--- src/rtl/u2da_pkg.sv ---
// Shared constants and types for the unsigned-to-decimal ASCII converter.
package u2da_pkg;

	localparam int VALUE_BITS = 32;
	// Decimal digits of the largest value: floor(bits * log10(2)) + 1
	localparam int DIGITS     = ((VALUE_BITS * 1233) >> 12) + 1;
	localparam int BCD_W      = DIGITS * 4;
	localparam int CNT_W      = $clog2(VALUE_BITS);
	localparam int REM_W      = $clog2(DIGITS + 1);
	localparam int IN_BYTES   = (VALUE_BITS + 7) / 8;

	localparam logic [5:0] ASCII_ZERO = 6'd48;

	typedef enum logic [3:0] {
		ST_IDLE = 4'b0001,
		ST_CONV = 4'b0010,
		ST_SKIP = 4'b0100,
		ST_EMIT = 4'b1000
	} state_t;

endpackage

--- src/rtl/unsigned_to_decimal_ascii.sv ---
// Top level: unsigned binary to decimal ASCII digit stream, double-dabble based.
//
// Input channel (s_*): one word per number, s_tdata holds the unsigned value.
// Output channel (m_*): one word per decimal digit, most significant first,
// no leading zeros; m_tdata holds the ASCII code, m_tlast marks the final
// digit. Zero gives the single character '0' with m_tlast set.
//
// One shift-and-add-3 unit adjusts every BCD digit and shifts in one binary
// bit per cycle until all VALUE_BITS bits are in. Leading zero digits are
// then dropped one per cycle, the block moves to sending, and the remaining
// digits are sent one per cycle while m_tready is high.
// s_tready is high only while idle; one number is in work at a time.
// A stall on m_tready holds the current digit on the port until taken.
// Reset returns the block to idle with no digit pending.
module unsigned_to_decimal_ascii (
	input  logic                                 clk,
	input  logic                                 arst_n,
	input  logic                                 s_tvalid,
	output logic                                 s_tready,
	input  logic [u2da_pkg::IN_BYTES*8-1:0]      s_tdata,   // [VALUE_BITS-1:0] value
	output logic                                 m_tvalid,
	input  logic                                 m_tready,
	output logic [7:0]                           m_tdata,   // [5:0] digit_char, [7:6] zero
	output logic                                 m_tlast    // last
);
	import u2da_pkg::*;

	state_t                  state_q;
	logic [VALUE_BITS-1:0]   bin_q;
	logic [BCD_W-1:0]        bcd_q;
	logic [CNT_W-1:0]        cnt_q;
	logic [REM_W-1:0]        rem_q;
	logic [BCD_W-1:0]        bcd_adj;
	logic [3:0]              top_dig;
	logic                    s_acc;
	logic                    m_acc;

	// Add 3 to every digit of 5 or more before the shift
	always_comb begin
		for (int i = 0; i < DIGITS; i++) begin
			if (bcd_q[i*4 +: 4] >= 4'd5) begin
				bcd_adj[i*4 +: 4] = bcd_q[i*4 +: 4] + 4'd3;
			end else begin
				bcd_adj[i*4 +: 4] = bcd_q[i*4 +: 4];
			end
		end
	end

	assign top_dig  = bcd_q[BCD_W-1 -: 4];
	assign s_tready = (state_q == ST_IDLE);
	assign m_tvalid = (state_q == ST_EMIT);
	assign m_tdata  = {2'b00, ASCII_ZERO + {2'b00, top_dig}};
	assign m_tlast  = (rem_q == REM_W'(1));
	assign s_acc    = s_tvalid && s_tready;
	assign m_acc    = m_tvalid && m_tready;

	always_ff @(posedge clk or negedge arst_n) begin
		if (!arst_n) begin
			state_q <= ST_IDLE;
			cnt_q   <= '0;
			rem_q   <= '0;
		end else begin
			case (state_q)
				ST_IDLE: begin
					if (s_acc) begin
						state_q <= ST_CONV;
						cnt_q   <= CNT_W'(VALUE_BITS - 1);
					end
				end
				ST_CONV: begin
					cnt_q <= cnt_q - CNT_W'(1);
					if (cnt_q == '0) begin
						state_q <= ST_SKIP;
						rem_q   <= REM_W'(DIGITS);
					end
				end
				ST_SKIP: begin
					// drop a leading zero, but keep at least one digit
					if (top_dig == 4'd0 && rem_q != REM_W'(1)) begin
						rem_q <= rem_q - REM_W'(1);
					end else begin
						state_q <= ST_EMIT;
					end
				end
				ST_EMIT: begin
					if (m_acc) begin
						rem_q <= rem_q - REM_W'(1);
						if (rem_q == REM_W'(1)) begin
							state_q <= ST_IDLE;
						end
					end
				end
				default: begin
					state_q <= ST_IDLE;
				end
			endcase
		end
	end

	always_ff @(posedge clk) begin
		case (state_q)
			ST_IDLE: begin
				if (s_acc) begin
					bin_q <= s_tdata[VALUE_BITS-1:0];
					bcd_q <= '0;
				end
			end
			ST_CONV: begin
				bcd_q <= {bcd_adj[BCD_W-2:0], bin_q[VALUE_BITS-1]};
				bin_q <= {bin_q[VALUE_BITS-2:0], 1'b0};
			end
			ST_SKIP: begin
				if (top_dig == 4'd0 && rem_q != REM_W'(1)) begin
					bcd_q <= {bcd_q[BCD_W-5:0], 4'd0};
				end
			end
			ST_EMIT: begin
				if (m_acc) begin
					bcd_q <= {bcd_q[BCD_W-5:0], 4'd0};
				end
			end
			default: begin
				bcd_q <= bcd_q;
			end
		endcase
	end

	a_digit_range: assert property (@(posedge clk) disable iff (!arst_n)
		m_tvalid |-> (top_dig <= 4'd9))
		else $error("converted digit out of decimal range");

	a_one_item: assert property (@(posedge clk) disable iff (!arst_n)
		!(s_tready && m_tvalid))
		else $error("input accepted while digits pending");

	a_no_lead_zero: assert property (@(posedge clk) disable iff (!arst_n)
		(state_q == ST_EMIT) && $past(state_q == ST_SKIP)
		|-> (top_dig != 4'd0 || rem_q == REM_W'(1)))
		else $error("leading zero digit emitted");

	a_rem_live: assert property (@(posedge clk) disable iff (!arst_n)
		(state_q == ST_SKIP || state_q == ST_EMIT) |-> (rem_q != '0))
		else $error("digit count underflow");

	a_last_to_idle: assert property (@(posedge clk) disable iff (!arst_n)
		(m_acc && m_tlast) |=> (state_q == ST_IDLE))
		else $error("block not idle after final digit");

endmodule
--- config.mk ---
export PLATFORM = sky130hd
export DESIGN_NAME = unsigned_to_decimal_ascii
export DESIGN_NICKNAME = d
export VERILOG_FILES = /design/src/rtl/u2da_pkg.sv /design/src/rtl/unsigned_to_decimal_ascii.sv
export SDC_FILE = /design/constraint.sdc
export NUM_CORES = 1
export LEC_CHECK = 0
export ABC_CLOCK_PERIOD_IN_PS = 6600
export BUFFER_PORTS_ARGS = -buffer_cell sky130_fd_sc_hd__buf_2
export CAP_MARGIN = 10
export CORE_MARGIN = 4
export CORE_UTILIZATION = 59
export DETAILED_ROUTE_END_ITERATION = 8
export PLACE_DENSITY = 0.91
export SETUP_SLACK_MARGIN = 0.5
export SYNTH_ARGS = -nofsm -noshare
export SYNTH_HDL_FRONTEND = slang
export SYNTH_SLANG_ARGS = --single-unit
--- constraint.sdc ---
create_clock -name clk -period 6.6 [get_ports clk]
set_input_delay 0.33 -clock clk [delete_from_list [all_inputs] [get_ports clk]]
set_output_delay 0.33 -clock clk [all_outputs]
set_load 0.01 [all_outputs]
Word level (Yosys, flattened, before mapping)
Index checks and enable logic that the tools add are counted.
- register bits after elaboration: 85
- bits in latches: 0
- bits in writable memories: 0
- memory bits (read-only): 0
- input port bits: 36
- output and inout bits: 11
- word-level logic and storage cells: 80
- memories kept: 0
- $add $sub $neg: 13
- multipliers: 0
- div/mod/pow operators: 0
- magnitude comparators: 10
- eq/ne operators: 12
- shift operators: 0
- multiplexer cells: 28
- bitwise gates (word level): 0
- reductions and logical operators: 12
- operators with widths (kind ; number):
    case mux 40 bit (4 select lines) ; 1
    two-way mux 40 bit ; 3
    two-way mux 4 bit ; 17
    case mux 32 bit (2 select lines) ; 1
    greater-or-equal comparator 4 x 3 -> 1 bit, second input constant ; 10
    adder 4 x 2 -> 4 bit, second input constant ; 9
    two-way mux 32 bit ; 1
    case mux 4 bit (4 select lines) ; 1
    case mux 4 bit (3 select lines) ; 1
    case mux 5 bit (2 select lines) ; 1
    == test 4 x 1 -> 1 bit, second input constant ; 2
    AND reduction 4 bit ; 2
    adder 5 x 5 -> 6 bit, first input constant ; 1
    != test 2 x 1 -> 1 bit, second input constant ; 3
    != test 2 bit, second input constant ; 3
    logical NOT 5 bit ; 1
    two-way mux 5 bit ; 1
    AND reduction 5 bit ; 1
    subtractor 5 x 1 -> 5 bit, second input constant ; 1
    == test 4 x 2 -> 1 bit, second input constant ; 1
    == test 4 x 3 -> 1 bit, second input constant ; 1
    == test 4 bit, second input constant ; 1
    logical NOT 4 bit ; 1
    != test 4 x 1 -> 1 bit, second input constant ; 1
    other kinds (8) ; 10

Longest topological paths before layout
Gate-level depths: netlist (run 1).
- word-level depth: 4
- gate-level depth with buffers: 7

Least setup slack after synthesis (run 1)
No wires, ideal clock.
- path type: reg2reg
- from: register state_q[3]
- to: register bcd_q[0] (enable)
- arrival time: 4347 ps
- data required time: 6101 ps
- slack: 1754 ps
- stages on the path, launching flop included: 7
- path buffers: 4
- path through: dfrtp_1 > buf_6 > or4b_1 > buf_2 > buf_2 > buf_2 > a21boi_0
- longest elaborated chain between the ends: 4
- elaborated cells on any way between the ends: 11
- RTL lines (item ; line ; text):
    start: declaration ; unsigned_to_decimal_ascii.sv:28 ; state_t state_q;
    start signal: assignment ; unsigned_to_decimal_ascii.sv:59 ; state_q <= ST_IDLE;
    start signal: assignment ; unsigned_to_decimal_ascii.sv:66 ; state_q <= ST_CONV;
    start signal: assignment ; unsigned_to_decimal_ascii.sv:73 ; state_q <= ST_SKIP;
    == test 4 x 1 -> 1 bit or == test 4 bit (tied branches) ; unsigned_to_decimal_ascii.sv:50, unsigned_to_decimal_ascii.sv:101, unsigned_to_decimal_ascii.sv:51 ;
    logical AND 1 bit, on equally long branches ; unsigned_to_decimal_ascii.sv:54, unsigned_to_decimal_ascii.sv:55 ;
    != test 2 x 1 -> 1 bit (no source line) ; - ;
    AND reduction 4 bit (no source line) * ; - ;
    end signal: assignment ; unsigned_to_decimal_ascii.sv:109 ; bcd_q <= {bcd_adj[BCD_W-2:0], bin_q[VALUE_BITS-1]};
    end signal: assignment ; unsigned_to_decimal_ascii.sv:114 ; bcd_q <= {bcd_q[BCD_W-5:0], 4'd0};
    end signal: assignment ; unsigned_to_decimal_ascii.sv:119 ; bcd_q <= {bcd_q[BCD_W-5:0], 4'd0};
    end: declaration ; unsigned_to_decimal_ascii.sv:30 ; logic [BCD_W-1:0] bcd_q;
Mark *: on every way between the ends. The rest lies on a longest branch, timed or not.
A chain may end at the register's enable or synchronous reset.

Final worst setup path (run 1)
- from: register state_q[3]
- to: register bin_q[14] (enable)
- longest elaborated chain between the ends: 4
- elaborated cells on any way between the ends: 6
- RTL lines (item ; line ; text):
    == test 4 x 1 -> 1 bit ; unsigned_to_decimal_ascii.sv:50, unsigned_to_decimal_ascii.sv:101 ;
    logical AND 1 bit ; unsigned_to_decimal_ascii.sv:54 ; assign s_acc = s_tvalid && s_tready;
    != test 2 x 1 -> 1 bit (no source line) ; - ;
    AND reduction 2 bit (no source line) * ; - ;
    end signal: assignment ; unsigned_to_decimal_ascii.sv:104 ; bin_q <= s_tdata[VALUE_BITS-1:0];
    end signal: assignment ; unsigned_to_decimal_ascii.sv:110 ; bin_q <= {bin_q[VALUE_BITS-2:0], 1'b0};
    end: declaration ; unsigned_to_decimal_ascii.sv:29 ; logic [VALUE_BITS-1:0] bin_q;
Marks and branches as above.

==> impl_results.md, run 1 <==
- Synth unique cells: between 50 and 60
- Number of antenna violations at the first check in global routing: 0
- Layout area overhead: 10.1%
- Mapped Area: approximately 4700 sq um
- H-tree Lvls: 3
- EDFF count, synth: 72
- Die X: roughly 98 microns
- Die area: 9510 sq um
- Routed wire per std cell: ~15 microns
- Final setup violation count: 0
- Peak supply drop: 0.200 mV
- CTS Sinks: between 80 and 90
- Synth warn: 0
- Setup repair after global routing missed its margin: no
- Status: finished clean
- Leading area contributor after synthesis: edfxtp_1
- Remaining DRCs: 0
- Top post-synthesis cells by area: edfxtp_1 (46%), nand2_1 (9.8%), dfrtp_1 (6.4%)
- Number of global-route vias before repair: between 3,000 and 4,000
- Pwr Density: roughly 440 nW/um^2
- Avg Inst Size Synth: between 10 and 15 sq um
- Total number of vias: about 3,500
- Post-CTS Setup Bufs: 0
- Fin nets: about 570
- Cell count after synthesis: ~470
- Maximum clock frequency: about 370 MHz
- Clk buf depth: 2
- Final ANT Viol Nets: 0
- GRT overflow: 0
- Yosys top cell area share: 0.457
- Met2 Usage GRT: 0.334
- Global-route usage over all layers: 0.197
- Clk slew on worst S/H paths: around 0.10 ns
- GRT busiest layer: met2
- Clk root buf: clkbuf_8
- Total of max-cap violations: 0
- Synthesis-stage register bit count: 85
- Max FO, Critical Path: just under 70
- Period minus WS final: between 2 and 3 ns
- Critical path required time: 6.65 ns
- Worst-Margin Slew: between 0.9 and 1 ns
- Clk Latency, worst-skew pair: roughly 0.36 ns
- Kind of critical path: reg -> reg
- Slew Limit Fails: 0
- Final worst-path cycle share: 0.413
- Non-Filler Instances: a little over 600
- Total clock buffers created by CTS: 9
- Core Area: between 7000 and 8000 sq um
- Post-cts resize count: 0
- Pin count of the biggest net entering global routing: 70
- Leakage: between 2 and 2.5 nW
- Die H: a little under 100 microns
- Fin worst setup slack: 3.88 ns
- Pre-antenna DRT Iters: 4
- Final WL: 8950 microns
- TNS Setup: 0 ns
- Share of cells above drive strength 1: 0.141
- Final HPWL DP: approximately 6000 microns
- CTS tree: built
- Async set or reset register ratio after synthesis: 0.153
- GR Layer Usage met1: 0.245
- Most common cell after layout, fill and taps aside: nand2_1
- Pre-CTS WS: between 3 and 4 ns
- Row count: 32
- Worst hold path class: in -> reg
- Primary FF master, synth: edfxtp_1
- Seq/Total Area, Yosys: 0.526
- GPL Wtd Cong: 0.869
- Worst Path Arrival: 2.77 ns
- Initial Util: 0.609
- Dpl cells: just under 600
- Rel. slew slack: 0.377
- Post-Route Utilization: 0.670
- # IOs: 47
- Commonest non-fill, non-tap cells in the layout: nand2_1 (123), edfxtp_1 (72), buf_2 (42)
- Final Hold Vio Count: 0
- Drt first-iter violations: 300
- N_diodes: 0
- Clock Skew: roughly 0.014 ns
- Cts hold-fix bufs: 1
- First-pass GRT wire length: between 15,000 and 20,000 microns
- CP Capture Type: flip-flop
- Startpoint Class: flip-flop
- Met3 usage: 0.0409
- Post-DR vias/cell: between 5 and 6
- Number of port buffers: 42
==> worst max-delay path, stage by stage, from the launching register on <==
cell and delay (ns):
dfrtp_1 0.48, or4b_2 0.66, buf_4 0.36, nand2_1 0.52, buf_4 0.37
==> metal layers <==
layer	vias to the layer above	routed length [microns]
li1	1714	-
met2	100	4530
met5	-	0
met4	0	136
met1	1635	3860
met3	13	420
==> registers in the layout (all words and copies together) (netlist names) <==
register,cells
bin_q,32
rem_q,4
state_q,4
cnt_q,5
bcd_q,40
==> cell families after synthesis <==
| logic type | count (synthesis) | synth area share |
|---|---|---|
| simple gates | 182 | 0.177 |
| compound gates | 99 | 0.132 |
| flops | 85 | 0.526 |
| buf+inv | 57 | 0.0540 |
| fa+ha+maj | 24 | 0.0635 |
| xor+xnor | 13 | 0.0241 |
| mux | 10 | 0.0214 |
| other cells | 2 | 0.00159 |
==> synthesized netlist by cell type, types with 8 or more instances <==
| master | n |
|---|---|
| buf_4 | 8 |
| o21ai_0 | 33 |
| nand2b_1 | 13 |
| inv_1 | 30 |
| edfxtp_1 | 72 |
| dfrtp_1 | 12 |
| nor3b_1 | 11 |
| a21oi_1 | 31 |
| ha_1 | 24 |
| clkbuf_1 | 13 |
| nor2_1 | 9 |
| nand2_1 | 123 |
| a22o_1 | 9 |
| xnor2_1 | 12 |
| mux2i_1 | 9 |
==> path summary, 6_finish.rpt <==
check	to	cells past startpoint	from	slack, ns
min in group asynchronous	cnt_q[3]$_DFFE_PN0P_	2	arst_n	0.39
max reg2reg	bin_q[14]$_DFFE_PP_	4	state_q[3]$_DFFE_PN0P_	3.88
min reg2reg	bin_q[1]$_DFFE_PP_	2	bin_q[0]$_SDFFCE_PP0P_	0.52
max	bin_q[14]$_DFFE_PP_	4	state_q[3]$_DFFE_PN0P_	3.88
min	bin_q[10]$_DFFE_PP_	3	s_tdata[10]	0.23
max in group asynchronous	state_q[0]$_DFFE_PN1P_	2	arst_n	5.93
==> layout make-up <==
cell class,instances,area (sq um)
clock buffer,9,124
clock inverter,7,82.6
multi-input combinational,332,2010
tap,102,128
sequential,85,2490
inverter,30,113
fill,564,2560
timing repair buffer,48,258
==> report_power, final <==
group	internal, mW	switching, mW	total (mW)
Sequential	0.890	0.167	1.06
Combinational	0.330	0.511	0.841
Clock	0.180	0.205	0.385
==> metrics by stage <==
| step | hold slack [ns] | total power, mW | instance area (sq um) |
|---|---|---|---|
| 2_1_floorplan | 0.0344 | 1.69 | 4730 |
| 5_1_grt | 0.218 | 2.46 | 5200 |
| 3_3_place_gp | 0.231 | 1.83 | 4990 |
| 3_5_place_dp | 0.229 | 1.90 | 4990 |
| 4_1_cts | 0.215 | 2.29 | 5200 |
| 6_report | 0.225 | 2.28 | 5200 |
(Power assumes the default switching activity.)
==> inputs of run 2 (changes only) <==
--- a/config.mk
+++ b/config.mk
@@ -5,7 +5,8 @@
 export SDC_FILE = /design/constraint.sdc
 export NUM_CORES = 1
 export LEC_CHECK = 0
-export ABC_CLOCK_PERIOD_IN_PS = 6600
+export ABC_AREA = 1
+export ABC_CLOCK_PERIOD_IN_PS = 2600
 export BUFFER_PORTS_ARGS = -buffer_cell sky130_fd_sc_hd__buf_2
 export CAP_MARGIN = 10
 export CORE_MARGIN = 4
==> constraint.sdc (replaced) <==
create_clock -name clk -period 2.6 [get_ports clk]
set_input_delay 0.13 -clock clk [delete_from_list [all_inputs] [get_ports clk]]
set_output_delay 0.13 -clock clk [all_outputs]
set_load 0.01 [all_outputs]
==> impl_results.md, run 2 <==
- CP Capture Type: flip-flop (unchanged)
- Core Area: 7850 sq um (was 7770 sq um)
- Most numerous cell in the Yosys netlist: nand2_1 (unchanged)
- Pwr Density: 1300 nW/um^2 (was 439 nW/um^2)
- Commonest cells post-synth: nand2_1 (174), inv_1 (74), edfxtp_1 (72) (was nand2_1 (123), edfxtp_1 (72), o21ai_0 (33))
- # IOs: 47 (unchanged)
- Total number of vias: 3,803 (was 3,462)
- Die H: 98.6 microns (was 97.5 microns)
- Number of port buffers: 42 (unchanged)
- Cell count after synthesis: 559 (was 472)
- Row count: 32 (unchanged)
- Final setup violation count: 0 (unchanged)
- Worst Path Arrival: 1.99 ns (was 2.77 ns)
- Post-CTS Setup Bufs: 0 (unchanged)
- Global-route usage over all layers: 0.208 (was 0.197)
- Final Hold Vio Count: 0 (unchanged)
- Number of global-route vias before repair: 3,760 (was 3,612)
- Die area: 9720 sq um (was 9510 sq um)
- Pre-antenna DRT Iters: 5 (was 4)
- Pin count of the biggest net entering global routing: 46 (was 70)
- Final WL: 9690 microns (was 8950 microns)
- Worst hold path class: in -> reg (unchanged)
- Leakage: 2.44 nW (was 2.14 nW)
- Dpl cells: 685 (was 596)
- Clock Skew: 0.00989 ns (was 0.0141 ns)
- Mapped Area: 4840 sq um (was 4730 sq um)
- Max FO, Critical Path: 40 (was 69)
- Critical path required time: 2.65 ns (was 6.65 ns)
- TNS Setup: 0 ns (unchanged)
- Share of cells above drive strength 1: 0.132 (was 0.141)
- Status: finished clean (unchanged)
- GRT overflow: 0 (unchanged)
- Final HPWL DP: 6740 microns (was 5960 microns)
- Clk buf depth: 2 (unchanged)
- Largest register FFs: 40 (unchanged)
- Top reg by flops: bcd_q (unchanged)
- Avg Inst Size Synth: 8.67 sq um (was 10.0 sq um)
- Setup repair after global routing missed its margin: no (unchanged)
- Slew Limit Fails: 0 (unchanged)
- Total of max-cap violations: 0 (unchanged)
- Fin nets: 655 (was 566)
- Primary FF master, synth: edfxtp_1 (unchanged)
- Startpoint Class: flip-flop (unchanged)
- GPL Wtd Cong: 0.846 (was 0.869)
- Post-DR vias/cell: 5.42 (was 5.65)
- Most common cell after layout, fill and taps aside: nand2_1 (unchanged)
- Final worst-path cycle share: 0.743 (was 0.413)
- CTS Sinks: 85 (unchanged)
- Async set or reset register ratio after synthesis: 0.153 (unchanged)
- N_diodes: 0 (unchanged)
- Tot Pwr: 6.88 mW (was 2.28 mW)
- WHS: 0.0254 ns (was 0.225 ns)
- First-pass GRT wire length: 16,600 microns (was 15,600 microns)
- Layout area overhead: 9.43% (was 10.1%)
- Non-Filler Instances: 702 (was 613)
- Period minus WS final: 1.93 ns (was 2.72 ns)
- Synth warn: 0 (unchanged)
- H-tree Lvls: 3 (unchanged)
- Clk root buf: clkbuf_8 (unchanged)
- CTS tree: built (unchanged)
- EDFF count, synth: 72 (unchanged)
- Number of antenna violations at the first check in global routing: 0 (unchanged)
- Seq/Total Area, Yosys: 0.514 (was 0.526)
- Clk slew on worst S/H paths: 0.09 ns (was 0.10 ns)
- Kind of critical path: reg -> reg (unchanged)
- Die X: 98.6 microns (was 97.5 microns)
- Post-cts resize count: 0 (unchanged)
- Drt first-iter violations: 302 (was 300)
- Peak supply drop: 0.658 mV (was 0.200 mV)
- Total clock buffers created by CTS: 9 (unchanged)
- Clk Latency, worst-skew pair: 0.37 ns (was 0.36 ns)
- Synth unique cells: 28 (was 51)
- Final ANT Viol Nets: 0 (unchanged)
- Filler cell count: 579 (was 564)
- Initial Util: 0.617 (was 0.609)
- Leading area contributor after synthesis: edfxtp_1 (unchanged)
- Top post-synthesis cells by area: edfxtp_1 (45%), nand2_1 (13%), dfrtp_1 (6.2%) (was edfxtp_1 (46%), nand2_1 (9.8%), dfrtp_1 (6.4%))
- Remaining DRCs: 0 (unchanged)
- Commonest non-fill, non-tap cells in the layout: nand2_1 (173), inv_1 (73), edfxtp_1 (72) (was nand2_1 (123), edfxtp_1 (72), buf_2 (42))
- Routed wire per std cell: 13.8 microns (was 14.6 microns)
- Top Registers: bcd_q: 40 flops, bin_q: 32 flops, cnt_q: 5 flops (unchanged)
- Synthesis-stage register bit count: 85 (unchanged)
- Maximum clock frequency: 518 MHz (was 367 MHz)
- Yosys top cell area share: 0.446 (was 0.457)
[run 2: cell count changes after synthesis, moves of 13 or more]
cell / delta
nand2_1: +51
inv_1: +44
nand3_1: +35
a21oi_1: -21
nor2_1: +19
o21ai_0: +16
clkbuf_1: -13
nand2b_1: -13
o21ai_1: +13
[run 2: logic make-up after synthesis]
group,Yosys count,share of synthesized area
buf+inv,100,0.0966
other cells,2,0.00155
flops,85,0.514
simple gates,253,0.217
xor+xnor,9,0.0163
compound gates,86,0.0932
fa+ha+maj,24,0.0620
[run 2: final timing paths]
kind / start / endpoint / slack, ns / cells after the start
worst min register to register: rem_q[1]$_DFFE_PN0P_ / rem_q[1]$_DFFE_PN0P_ / 0.49 / 2
worst max register to register: bcd_q[36]$_DFFE_PP_ / bcd_q[8]$_DFFE_PP_ / 0.67 / 9
max in group asynchronous: arst_n / state_q[0]$_DFFE_PN1P_ / 2.14 / 2
worst min-delay path: s_tdata[23] / bin_q[23]$_DFFE_PP_ / 0.03 / 3
min in group asynchronous: arst_n / rem_q[0]$_DFFE_PN0P_ / 0.17 / 2
worst max-delay path: bcd_q[36]$_DFFE_PP_ / bcd_q[8]$_DFFE_PP_ / 0.67 / 9
[run 2: routing by layer]
metal / vias up / wire length (microns) / track usage
li1: 1882 / - / -
met1: 1765 / 3870 / 0.254
met2: 137 / 5040 / 0.361
met3: 19 / 588 / 0.0495
met4: 0 / 197 / 0.0756
met5: - / 0 / 0
[run 2: what timing repair did]
action	CTS	global route
hold buffers	1	0
endpoints found under the setup margin	0	0
hold endpoints to repair	13	0
[run 2: critical path, cell delays in order (launching register included)]
cell and delay, ns:
edfxtp_1 0.45, inv_2 0.10, ha_1 0.14, inv_1 0.04
nor2_1 0.13, nand2_1 0.09, nand2_2 0.10, nand3_1 0.14
nor2_4 0.16, buf_12 0.23
[run 2: final cells by class]
| cell class | count | area (sq um) | share of cell area |
|---|---|---|---|
| clock buffer | 9 | 124 | 0.0234 |
| multi-input combinational | 376 | 1910 | 0.359 |
| timing repair buffer | 46 | 255 | 0.0481 |
| sequential | 85 | 2490 | 0.469 |
| clock inverter | 7 | 106 | 0.0201 |
| inverter | 77 | 294 | 0.0555 |
| tap | 102 | 128 | 0.0241 |
[run 2: power by group]
part | switching, mW | internal (mW) | total, mW
clock | 0.531 | 0.556 | 1.09
combinational | 2.05 | 0.909 | 2.96
sequential | 0.372 | 2.46 | 2.83
[run 2: per-stage QoR]
step	area (sq um)	utilization	setup WS (ns)
2_1_floorplan	4860	-	0.506
3_5_place_dp	5060	0.645	0.694
6_report	5300	0.676	0.668
4_1_cts	5300	0.676	0.683
5_1_grt	5300	0.676	0.513
3_3_place_gp	5060	0.645	0.794
==> inputs of run 3 (changes only) <==
--- a/config.mk
+++ b/config.mk
@@ -5,14 +5,14 @@
 export SDC_FILE = /design/constraint.sdc
 export NUM_CORES = 1
 export LEC_CHECK = 0
-export ABC_AREA = 1
-export ABC_CLOCK_PERIOD_IN_PS = 2600
+export ABC_AREA = 0
+export ABC_CLOCK_PERIOD_IN_PS = 1550
 export BUFFER_PORTS_ARGS = -buffer_cell sky130_fd_sc_hd__buf_2
 export CAP_MARGIN = 10
 export CORE_MARGIN = 4
-export CORE_UTILIZATION = 59
+export CORE_UTILIZATION = 54
 export DETAILED_ROUTE_END_ITERATION = 8
-export PLACE_DENSITY = 0.91
+export PLACE_DENSITY = 0.88
 export SETUP_SLACK_MARGIN = 0.5
 export SYNTH_ARGS = -nofsm -noshare
 export SYNTH_HDL_FRONTEND = slang
==> constraint.sdc (replaced) <==
create_clock -name clk -period 1.55 [get_ports clk]
set_input_delay 0.0775 -clock clk [delete_from_list [all_inputs] [get_ports clk]]
set_output_delay 0.0775 -clock clk [all_outputs]
set_load 0.01 [all_outputs]
==> impl_results.md, run 3 <==
- GPL Wtd Cong: 0.809 (was 0.846)
- Stop stage: global routing (5_1_grt)
- Dpl cells: 670 (was 685)
- GR repair worst EP: bcd_q[32]$_DFFE_PP_/DE
- Primary FF master, synth: edfxtp_1 (unchanged)
- Synth warn: 0 (unchanged)
- Pin count of the biggest net entering global routing: 24
- Initial Util: 0.564 (was 0.617)
- Synth unique cells: 51 (was 28)
- Commonest cells post-synth: nand2_1 (123), edfxtp_1 (72), o21ai_0 (33) (was nand2_1 (174), inv_1 (74), edfxtp_1 (72))
- Async set or reset register ratio after synthesis: 0.153 (unchanged)
- Most numerous cell in the Yosys netlist: nand2_1 (unchanged)
- Pre-CTS WS: -0.428 ns (was 0.694 ns)
- Yosys top cell area share: 0.457 (was 0.446)
- Top post-synthesis cells by area: edfxtp_1 (46%), nand2_1 (9.8%), dfrtp_1 (6.4%) (was edfxtp_1 (45%), nand2_1 (13%), dfrtp_1 (6.2%))
- EDFF count, synth: 72 (unchanged)
- Mapped Area: 4730 sq um (was 4840 sq um)
- Total clock buffers created by CTS: 9 (unchanged)
- Clk root buf: clkbuf_8 (unchanged)
- Avg Inst Size Synth: 10.0 sq um (was 8.67 sq um)
- Number of port buffers: 42 (unchanged)
- Leading area contributor after synthesis: edfxtp_1 (unchanged)
- Status: did not finish (was finished clean)
- Final HPWL DP: 7370 microns (was 6740 microns)
- Clk buf depth: 2 (unchanged)
- Err: [ERROR DPL-0038] Utilization greater than 100%, impossible to legalize
- Cell count after synthesis: 472 (was 559)
- # IOs: 47 (unchanged)
- WEP type: sequential cell input
- Die H: 102 microns (was 98.6 microns)
- CTS Sinks: 85 (unchanged)
- H-tree Lvls: 3 (unchanged)
- Die X: 102 microns (was 98.6 microns)
- Synthesis-stage register bit count: 85 (unchanged)
- Row count: 33 (was 32)
- Seq/Total Area, Yosys: 0.526 (was 0.514)
[run 3: cell types whose count changed after synthesis, moves of 13 or more]
cell	change
nand2b_1	+13
clkbuf_1	+13
o21ai_0	-16
inv_1	-44
nor2_1	-19
a21oi_1	+21
nand3_1	-35
nand2_1	-51
o21ai_1	-13
[run 3: what timing repair did]
item,CTS
endpoints found under the hold margin,44
pin swaps,48
cloned,15
setup buffers,36
endpoints found under the setup margin,163
gates resized for setup,167
hold buffers,32
[run 3: logic make-up after synthesis]
logic type      count (synthesis)  synth area share
simple gates                  182             0.177
compound gates                 99             0.132
fa+ha+maj                      24            0.0635
xor+xnor                       13            0.0241
buf+inv                        57            0.0540
other cells                     2           0.00159
mux                            10            0.0214
flops                          85             0.526
[run 3: through the flow]
| stage | utilization | cell area, sq um |
|---|---|---|
| after CTS | 0.892 | 7480 |
| after detailed placement | 0.671 | 5620 |
| after global placement | 0.671 | 5620 |
| after floorplan | - | 4810 |
==> inputs of run 4 (changes only) <==
--- a/config.mk
+++ b/config.mk
@@ -6,14 +6,13 @@
 export NUM_CORES = 1
 export LEC_CHECK = 0
 export ABC_AREA = 0
-export ABC_CLOCK_PERIOD_IN_PS = 1550
+export ABC_CLOCK_PERIOD_IN_PS = 2000
 export BUFFER_PORTS_ARGS = -buffer_cell sky130_fd_sc_hd__buf_2
 export CAP_MARGIN = 10
 export CORE_MARGIN = 4
-export CORE_UTILIZATION = 54
+export CORE_UTILIZATION = 40
 export DETAILED_ROUTE_END_ITERATION = 8
-export PLACE_DENSITY = 0.88
-export SETUP_SLACK_MARGIN = 0.5
+export PLACE_DENSITY_LB_ADDON = 0.15
 export SYNTH_ARGS = -nofsm -noshare
 export SYNTH_HDL_FRONTEND = slang
 export SYNTH_SLANG_ARGS = --single-unit
==> constraint.sdc (replaced) <==
create_clock -name clk -period 2 [get_ports clk]
set_input_delay 0.1 -clock clk [delete_from_list [all_inputs] [get_ports clk]]
set_output_delay 0.1 -clock clk [all_outputs]
set_load 0.01 [all_outputs]
==> impl_results.md, run 4 (same netlist as run 1, synthesis figures left out) <==
- Status: finished clean (was did not finish)
- Reg area: around 2500 sq um
- Core Area: between 10,000 and 15,000 sq um
- Max FO, Critical Path: 23
- Die area: approximately 14,000 sq um
- Multi-input gate area: 2030 sq um
- Pwr Density: about 1500 nW/um^2
- Clk slew on worst S/H paths: 0.06 ns
- Die X: 117 microns (was 102 microns)
- Final ANT Viol Nets: 0
- Tot Pwr: about 8.3 mW
- Critical path's largest stage delay: roughly 0.40 ns
- TNS Setup: 0 ns
- Post-Route Utilization: 0.485
- Maximum clock frequency: 525 MHz
- Peak supply drop: about 0.61 mV
- Setup repair after global routing missed its margin: no
- N_diodes: 0
- Filler cell count: 1,084
- WHS: about 0.024 ns
- Clk buf depth: 2 (unchanged)
- Leakage: 2.30 nW
- CP Capture Type: flip-flop
- Startpoint Class: flip-flop
- Pin count of the biggest net entering global routing: 54
- Fin nets: 583
- Remaining DRCs: 0
- Final worst-path cycle share: 0.952
- Critical path required time: between 2 and 2.5 ns
- GR Layer Usage met1: 0.191
- CTS tree: built
- Die H: 117 microns (was 102 microns)
- Worst Path Arrival: between 1.5 and 2 ns
- Clk root buf: clkbuf_16 (was clkbuf_8)
- Number of port buffers: 42 (unchanged)
- H-tree Lvls: 3 (unchanged)
- Slew Limit Fails: 0
- Top Registers: bcd_q: 40 flops, bin_q: 32 flops, cnt_q: 5 flops
- Pre-antenna DRT Iters: 4
- Number of global-route vias before repair: 3,419
- Met3 usage: 0.0342
- Most used cell, CP: inv_1
- Final Hold Vio Count: 0
- Row count: 39 (was 33)
- Kind of critical path: reg -> reg
- Non-Filler Instances: around 670
- Global-route usage over all layers: 0.147
- Worst hold path class: in -> reg
- Routed wire per std cell: ~14 microns
- Number of antenna violations at the first check in global routing: 0
- Top reg by flops: bcd_q
- # IOs: 47 (unchanged)
- Most common cell after layout, fill and taps aside: nand2_1
- Commonest non-fill, non-tap cells in the layout: nand2_1 (123), edfxtp_1 (72), buf_2 (42)
- Period minus WS final: about 1.9 ns
- Share of cells above drive strength 1: 0.172
- First-pass GRT wire length: approximately 16,000 microns
- Total of max-cap violations: 0
- Slowest cell on crit path: edfxtp_1
- Final HPWL DP: 6100 microns (was 7370 microns)
- Total number of vias: around 3,400
- GRT busiest layer: met2
- Layout area overhead: 18.2%
- Clk Latency, worst-skew pair: 0.34 ns
- GRT overflow: 0
- Total clock buffers created by CTS: 9 (unchanged)
- Dpl cells: 654 (was 670)
- Drt first-iter violations: 181
- Post-CTS Setup Bufs: 0 (was 36)
- GPL Wtd Cong: 0.789 (was 0.809)
- Final WL: between 9000 and 10,000 microns
- Initial Util: 0.410 (was 0.564)
- Worst-path cell chain: inv_1 -> ha_1 -> inv_1 -> o41ai_2 -> a21boi_4 -> buf_12
- Met2 Usage GRT: 0.230
- Post-DR vias/cell: 5.10
- Largest register FFs: 40
- Final setup violation count: 0
- CTS Sinks: 85 (unchanged)
- Clock Skew: around 0.0060 ns
run 4: what timing repair did:
item | CTS | global route
hold buffers | 1 | 0
resized for setup | 0 | 5
hold endpoints to repair | 13 | 0
setup endpoints to repair | 0 | 8
run 4: power breakdown:
part / total [mW] / switching [mW] / internal, mW / leakage (nW)
Combinational: 3.10 / 1.77 / 1.33 / 1.31
Sequential: 3.45 / 0.512 / 2.93 / 0.838
Clock: 1.72 / 0.686 / 1.04 / 0.148
Total: 8.27 / 2.97 / 5.30 / 2.30
run 4: worst paths after layout:
path	startpoint	endpoint	slack (ns)	cells past startpoint
min in group asynchronous	arst_n	state_q[2]$_DFFE_PN0P_	0.19	2
setup / recovery	bcd_q[36]$_DFFE_PP_	bcd_q[18]$_DFFE_PP_	0.1	6
max in group asynchronous	arst_n	state_q[0]$_DFFE_PN1P_	1.53	2
hold / removal	s_tdata[2]	bin_q[2]$_DFFE_PP_	0.02	3
hold reg to reg	bin_q[1]$_DFFE_PP_	bin_q[2]$_DFFE_PP_	0.51	2
setup reg to reg	bcd_q[36]$_DFFE_PP_	bcd_q[18]$_DFFE_PP_	0.1	6
run 4: stage by stage:
step | area (sq um) | worst slack (ns)
2_1_floorplan | 4770 | -0.494
3_3_place_gp | 5250 | 0.0601
3_5_place_dp | 5250 | 0.0440
4_1_cts | 5570 | 0.0322
5_1_grt | 5590 | 0.0207
6_report | 5590 | 0.0955
run 4: area by class of cell:
cell class,count,area share
clock buffers,11,0.0452
clock inverters,5,0.0105
inverters,30,0.0202
multi-input cells,332,0.363
flip-flops and latches,85,0.445
well taps,143,0.0320
repair buffers,65,0.0837
run 4: worst max-delay path: cells and delay by family, from the launching register on:
family,cells,cell delay [ns]
compound gates,2,0.67
buf+inv,3,0.36
fa+ha+maj,1,0.15
flops,1,0.40
run 4: metal layers:
layer  up-vias  share of wire
li1       1747              -
met1      1602           0.48
met2        54           0.46
met3        16          0.038
met4         0          0.023
met5         -              0
